--- config.mk ---
export PLATFORM = sky130hd
export DESIGN_NAME = bofg_cfg_regs_flat
export DESIGN_NICKNAME = d
export VERILOG_FILES = /design/src/rtl/bofg_pkg.sv /design/src/rtl/bofg_cfg_if.sv /design/src/rtl/bofg_cfg_regs.sv /design/src/flat_wrapper.sv
export SDC_FILE = /design/constraint.sdc
export NUM_CORES = 1
export LEC_CHECK = 0
export ABC_AREA = 1
export BUFFER_PORTS_ARGS = -buffer_cell sky130_fd_sc_hd__buf_4
export CORE_UTILIZATION = 45
export CTS_CLUSTER_DIAMETER = 120
export DETAILED_ROUTE_END_ITERATION = 6
export GPL_ROUTABILITY_DRIVEN = 0
export PLACE_DENSITY = 0.77
export SYNTH_ARGS = -nofsm -noshare
export SYNTH_HDL_FRONTEND = slang
export SYNTH_SLANG_ARGS = --single-unit
--- constraint.sdc ---
create_clock -name i_clk -period 1.3 [get_ports i_clk]
set_input_delay 0.26 -clock i_clk [delete_from_list [all_inputs] [get_ports i_clk]]
set_output_delay 0.26 -clock i_clk [all_outputs]
set_load 0.02 [all_outputs]
--- src/rtl/bofg_pkg.sv ---
// shared constants, register indexes and types of the battery overvoltage flip guard
package bofg_pkg;

    localparam int TIME_BITS      = 32;
    localparam int VOLT_FRAC_BITS = 16;
    localparam int SAMPLE_W       = 16;
    localparam int NOW_W          = 32;
    localparam int VOLT_W         = SAMPLE_W + VOLT_FRAC_BITS;
    localparam int ALPHA_W        = 17;
    localparam int THR_W          = 11;
    localparam int CFG_IDX_W      = 3;
    localparam int CFG_DATA_W     = 24;

    localparam logic [ALPHA_W-1:0] ONE_Q16  = ALPHA_W'(65536);
    localparam logic [ALPHA_W-1:0] HALF_Q16 = ALPHA_W'(32768);

    localparam logic [THR_W-1:0] RAMP_START    = THR_W'(500);
    localparam logic [THR_W-1:0] RAMP_STEP     = THR_W'(50);
    localparam logic [THR_W-1:0] THROTTLE_FULL = THR_W'(1500);

    localparam logic [TIME_BITS-1:0] PULSE_ON_MS     = TIME_BITS'(1000);
    localparam logic [TIME_BITS-1:0] PULSE_PERIOD_MS = TIME_BITS'(2000);

    localparam logic [VOLT_W-1:0] WINDOW_RESET_LEVEL = VOLT_W'(64'd500 << VOLT_FRAC_BITS);

    typedef enum logic [CFG_IDX_W-1:0] {
        CFG_EMA_ALPHA     = 3'd0,
        CFG_FLIP_THR      = 3'd1,
        CFG_PANIC_THR     = 3'd2,
        CFG_STARTUP_DELAY = 3'd3,
        CFG_WINDOW        = 3'd4,
        CFG_PANIC_AFTER   = 3'd5,
        CFG_RECOVER_AFTER = 3'd6
    } t_cfg_idx;

    typedef struct packed {
        logic [16:0] ema_alpha_q16;
        logic [15:0] flip_threshold;
        logic [15:0] panic_threshold;
        logic [15:0] startup_delay_ms;
        logic [19:0] window_ms;
        logic [23:0] panic_after_ms;
        logic [15:0] recover_after_ms;
    } t_cfg;

    typedef struct packed {
        logic [NOW_W-1:0]    now_ms;
        logic [SAMPLE_W-1:0] voltage_sample;
        logic                upside_down;
    } t_item;

    typedef struct packed {
        logic             override_active;
        logic [THR_W-1:0] drive_throttle;
        logic             reverse_command;
        logic             normal_command;
        logic             back_reversed;
        logic             flip_active;
        logic             panic_active;
        logic             unsafe_voltage;
    } t_result;

endpackage

--- src/rtl/bofg_cfg_if.sv ---
// configuration write channel
interface bofg_cfg_if import bofg_pkg::*; ();
    logic                  valid;
    logic                  ready;
    logic [CFG_IDX_W-1:0]  index;
    logic [CFG_DATA_W-1:0] data;

    modport source (output valid, output index, output data, input ready);
    modport sink   (input valid, input index, input data, output ready);
endinterface

--- src/rtl/bofg_cfg_regs.sv ---
// configuration register file
module bofg_cfg_regs import bofg_pkg::*; (
    input  logic       i_clk,
    input  logic       i_rst_n,
    bofg_cfg_if.sink   i_cfg,
    output t_cfg       o_cfg
);

    t_cfg r_cfg;
    t_cfg n_cfg;

    assign i_cfg.ready = 1'b1;
    assign o_cfg       = r_cfg;

    always_comb begin
        n_cfg = r_cfg;
        if (i_cfg.valid) begin
            unique case (i_cfg.index)
                CFG_EMA_ALPHA:     n_cfg.ema_alpha_q16    = i_cfg.data[16:0];
                CFG_FLIP_THR:      n_cfg.flip_threshold   = i_cfg.data[15:0];
                CFG_PANIC_THR:     n_cfg.panic_threshold  = i_cfg.data[15:0];
                CFG_STARTUP_DELAY: n_cfg.startup_delay_ms = i_cfg.data[15:0];
                CFG_WINDOW:        n_cfg.window_ms        = i_cfg.data[19:0];
                CFG_PANIC_AFTER:   n_cfg.panic_after_ms   = i_cfg.data[23:0];
                CFG_RECOVER_AFTER: n_cfg.recover_after_ms = i_cfg.data[15:0];
                default: ;
            endcase
        end
    end

    always_ff @(posedge i_clk) begin
        if (!i_rst_n) begin
            r_cfg.ema_alpha_q16    <= 17'd655;
            r_cfg.flip_threshold   <= 16'd435;
            r_cfg.panic_threshold  <= 16'd480;
            r_cfg.startup_delay_ms <= 16'd10000;
            r_cfg.window_ms        <= 20'd72000;
            r_cfg.panic_after_ms   <= 24'd300000;
            r_cfg.recover_after_ms <= 16'd15000;
        end else begin
            r_cfg <= n_cfg;
        end
    end

endmodule

--- src/flat_wrapper.sv ---
// flat-port wrapper written by rule: the top's interface ports become plain ports
module bofg_cfg_regs_flat import bofg_pkg::*;
  (i_clk, i_rst_n, o_cfg, i_cfg_valid, i_cfg_index, i_cfg_data, i_cfg_ready);
  bofg_cfg_if i_cfg_i ();
  input  logic i_clk;
  input  logic i_rst_n;
  output t_cfg o_cfg;
  input wire logic [$bits(i_cfg_i.valid)-1:0] i_cfg_valid;
  input wire logic [$bits(i_cfg_i.index)-1:0] i_cfg_index;
  input wire logic [$bits(i_cfg_i.data)-1:0] i_cfg_data;
  output wire logic [$bits(i_cfg_i.ready)-1:0] i_cfg_ready;
  assign i_cfg_i.valid = i_cfg_valid;
  assign i_cfg_i.index = i_cfg_index;
  assign i_cfg_i.data = i_cfg_data;
  assign i_cfg_ready = i_cfg_i.ready;
  bofg_cfg_regs u_core (.i_clk(i_clk), .i_rst_n(i_rst_n), .i_cfg(i_cfg_i), .o_cfg(o_cfg));
endmodule
# ---- Word-level counts from Yosys, hierarchy flattened
# Cells that the tools add are included.
dict set report classes {
  eq_ne 6
  n_reduce_logical 8
}
# operator n
set op_table {}
lappend op_table {{$reduce_and 2->1} 7}
lappend op_table {{$eq 3x3->1 const B} 3}
lappend op_table {{$eq 3x2->1 const B} 2}
lappend op_table {{$eq 3x1->1 const B} 1}
lappend op_table {{$logic_not 3->1} 1}
dict set report totals {
  elab_cells 21
  input_bits 30
  register_bits 125
  out_inout_bits 126
}

# ---- Longest topological paths before layout
dict set report logic_depth {
  word_depth 2
  mapped_depth 7
  depth_no_buf 5
}

# ---- Worst setup path before layout
# No wires, ideal clock.
dict set report synth_path {
  kind {input to register}
  from {in i_rst_n}
  to {reg u_core.r_cfg (netlist bit u_core.o_cfg[21])}
  setup_time_ps 130
  path_buffers 3
  arrival_time_ps 942
  path_stages 4
  required_ps 1170
  path_slack_ps 228
  path_cell_list {buf_2 buf_2 buf_1 nand3_1}
}
# item line
set synth_rtl {}
lappend synth_rtl {{start, declared} flat_wrapper.sv:6} ;# input logic i_rst_n;
lappend synth_rtl {{end signal, assigned} bofg_cfg_regs.sv:41} ;# r_cfg <= n_cfg;
lappend synth_rtl {{end, declared} bofg_cfg_regs.sv:9} ;# t_cfg r_cfg;
# No word-level cell between the ends.

# ---- Worst setup path in the final report
dict set report layout_path {
  from {reg u_core.r_cfg (netlist bit u_core.o_cfg[45])}
  to {out o_cfg[45] (netlist name)}
}
# item line
set layout_rtl {}
lappend layout_rtl {{end, declared} flat_wrapper.sv:7} ;# output t_cfg o_cfg;
# No word-level cell between the ends.

==> flow_metrics.tcl <==
set metrics [dict create \
    status "finished, final reports clean" \
    path_cells "buf_4" \
    htree_num_levels 4 \
    synth_cells 678 \
    chipWidth_microns 106 \
    reg2reg_slack_ns 0.70 \
    crit_type "reg2out" \
    rr_startpoint "u_core.o_cfg[106]" \
    maxCapViolCount 0 \
    syn-num-nets 708 \
    num_rows 37 \
    area_growth_pct 48.5 \
    met2_usage 0.469 \
    grt_max_degree 34 \
    use_met3 0.0761 \
    cts_setup_buffers 0 \
    final-setup-viol-count 0 \
    synth_flop_cell "dfxtp_1" \
    ctsLongestPathBuffers 2 \
    cp.required_ns 1.04 \
    r2r_end "u_core.o_cfg[106]" \
    cp_slowest_cell "dfxtp_1" \
    via_per_inst 5.11 \
    power_mw 10.2 \
    cts_tree "done" \
    synth_top_area_frac 0.518 \
    hold_viol 0 \
    yosysSeqAreaShare 0.518 \
    via_count 5111 \
    drc 0 \
    placedCellCount 956 \
    use_met1 0.319 \
    rsz0062_at_grt "no" \
    ant_nets 0 \
    cellPowerDensity_nw_per_um2 1420 \
    yosys.cell_count.top_type "nand2_1" \
    yosys.area.top_type "dfxtp_1" \
    grt_pass1_vias 4760 \
    ys_types 16 \
    slowest_delay_ns 0.35 \
    peakVddDrop_mv 0.796 \
    antenna_found_initial 0 \
    clk_pin_slew_ns 0.06 \
    ios 156 \
    fmax_mhz 783 \
    post-dp-hpwl_microns 10500 \
    cts.sink_count 125 \
    wl_microns 14900 \
    grt_usage 0.270 \
    post-route-period-util 0.983 \
    critPathArrivalTime_ns 1.02 \
    drive_gt1_frac 0.317 \
    yosys_warnings 0 \
    cts_root_buf "clkbuf_8" \
    maxSlewViolCount 0 \
    synth_edf_count 0 \
    post_drt_wl_per_cell_microns 14.9 \
    cp.buffers_inverters 1 \
    yosys-top-cells-count "nand2_1 (178), nor2_1 (171), dfxtp_1 (125)" \
    stdcell_count 1001 \
    critPathLaunchType "flip-flop" \
    post-route-util 0.691 \
    drt_iter0_markers 350 \
    fp.dieH_microns 106 \
    syn_avg_cell_area_sq_um 7.12 \
    cp_max_fo 2 \
    cts-buffers-inserted 17 \
    first_pass_iters 5 \
    grt-busiest-layer "met2" \
    core-area_sq_um 10400 \
    fin_crit_ns 1.28 \
    ys_async_sr_fraction 0 \
    largest_reg_flops 125 \
    leakagePower_nw 3.43 \
    crit_end "o_cfg[45]" \
    whs_path_depth 3 \
    antennaDiodeCount 0 \
    clk_latency_ns 0.51 \
    synth_area_leaders "dfxtp_1 (52%), nand2_1 (14%), nor2_1 (13%), nand3_1 (13%), inv_1 (2.1%)" \
    timing.setup.tns_ns 0 \
    fin_nets 882 \
    syn_area_sq_um 4830 \
    hp-class "in2reg" \
    cp_num_cells 1 \
    die-area_sq_um 11100 \
    numPortBuffers 154 \
    grt_pass1_wl_microns 23300 \
    initial_utilization 0.465 \
    finalClockSkew_ns 0 \
    r2r_cells 2 \
    ys_ff_latch 125 \
    end_kind "output port" \
    nFillCells 859 \
    crit_path_start "u_core.o_cfg[45]" \
    grt-ovfl-total 0 \
    crit_family "flip-flops" \
]
-- repair_timing --
action                                 4_1_cts  5_1_grt
gates cloned                                 0        0
setup endpoints to repair                    6       46
resized for setup                            6       52
endpoints found under the hold margin       22        0
hold buffers                                13        0
-- worst min path at each step --
| stage | start | endpoint |
|---|---|---|
| finish | i_cfg_data[12] | u_core.o_cfg[52] |
| global route | i_cfg_data[12] | u_core.o_cfg[52] |
| CTS | i_cfg_data[12] | u_core.o_cfg[12] |
| detailed placement | u_core.o_cfg[31] | u_core.o_cfg[31] |
| global placement | u_core.o_cfg[68] | u_core.o_cfg[68] |
| floorplan | i_cfg_data[8] | u_core.o_cfg[100] |
-- metrics by stage --
stage / setup WS (ns) / hold WS (ns) / instance area, sq um
5_1_grt: 0.000159 / 0.0107 / 7170
3_3_place_gp: 0.0808 / 0.442 / 6310
2_1_floorplan: 0.228 / 0.373 / 4830
6_report: 0.0225 / 0.0112 / 7170
3_5_place_dp: 0.0202 / 0.448 / 6310
4_1_cts: 0.000195 / 0.00256 / 7080
-- cells in the final DEF (no fill, tap or decap), types with 9 or more instances in the layout --
cell and n:
nand2_1 178, nor2_1 170, buf_4 161, nand3_1 124, dfxtp_1 76, dfxtp_2 49, inv_1 27, clkbuf_16 16
dlygate4sd3_1 13, buf_12 12, buf_6 9
-- area by class of cell --
type                            count  area [sq um]  share of cell area
Clock buffer                       19           442              0.0616
Sequential cell                   125          2560               0.358
Clock inverter                     13           188              0.0262
Multi-Input combinational cell    484          2020               0.281
Tap cell                          136           170              0.0237
Timing Repair Buffer              195          1680               0.234
Inverter                           29           109              0.0152
-- cell families after synthesis --
family	count (synthesis)	share of synthesized area
buf+inv	69	0.0645
flops	125	0.518
other cells	1	0.000777
simple gates	483	0.416
-- power breakdown --
group / internal, mW / switching, mW / total, mW
Combinational: 0.477 / 0.698 / 1.18
Sequential: 3.98 / 0.0839 / 4.06
Clock: 3.22 / 1.73 / 4.96
-- per-layer routing --
| layer | part of all wire | wire length (microns) |
|---|---|---|
| met1 | 0.40 | 5950 |
| met2 | 0.48 | 7180 |
| met3 | 0.10 | 1500 |
| met4 | 0.021 | 306 |
| met5 | 0 | 0 |
No activity file was read; power rests on OpenSTA's default activity.
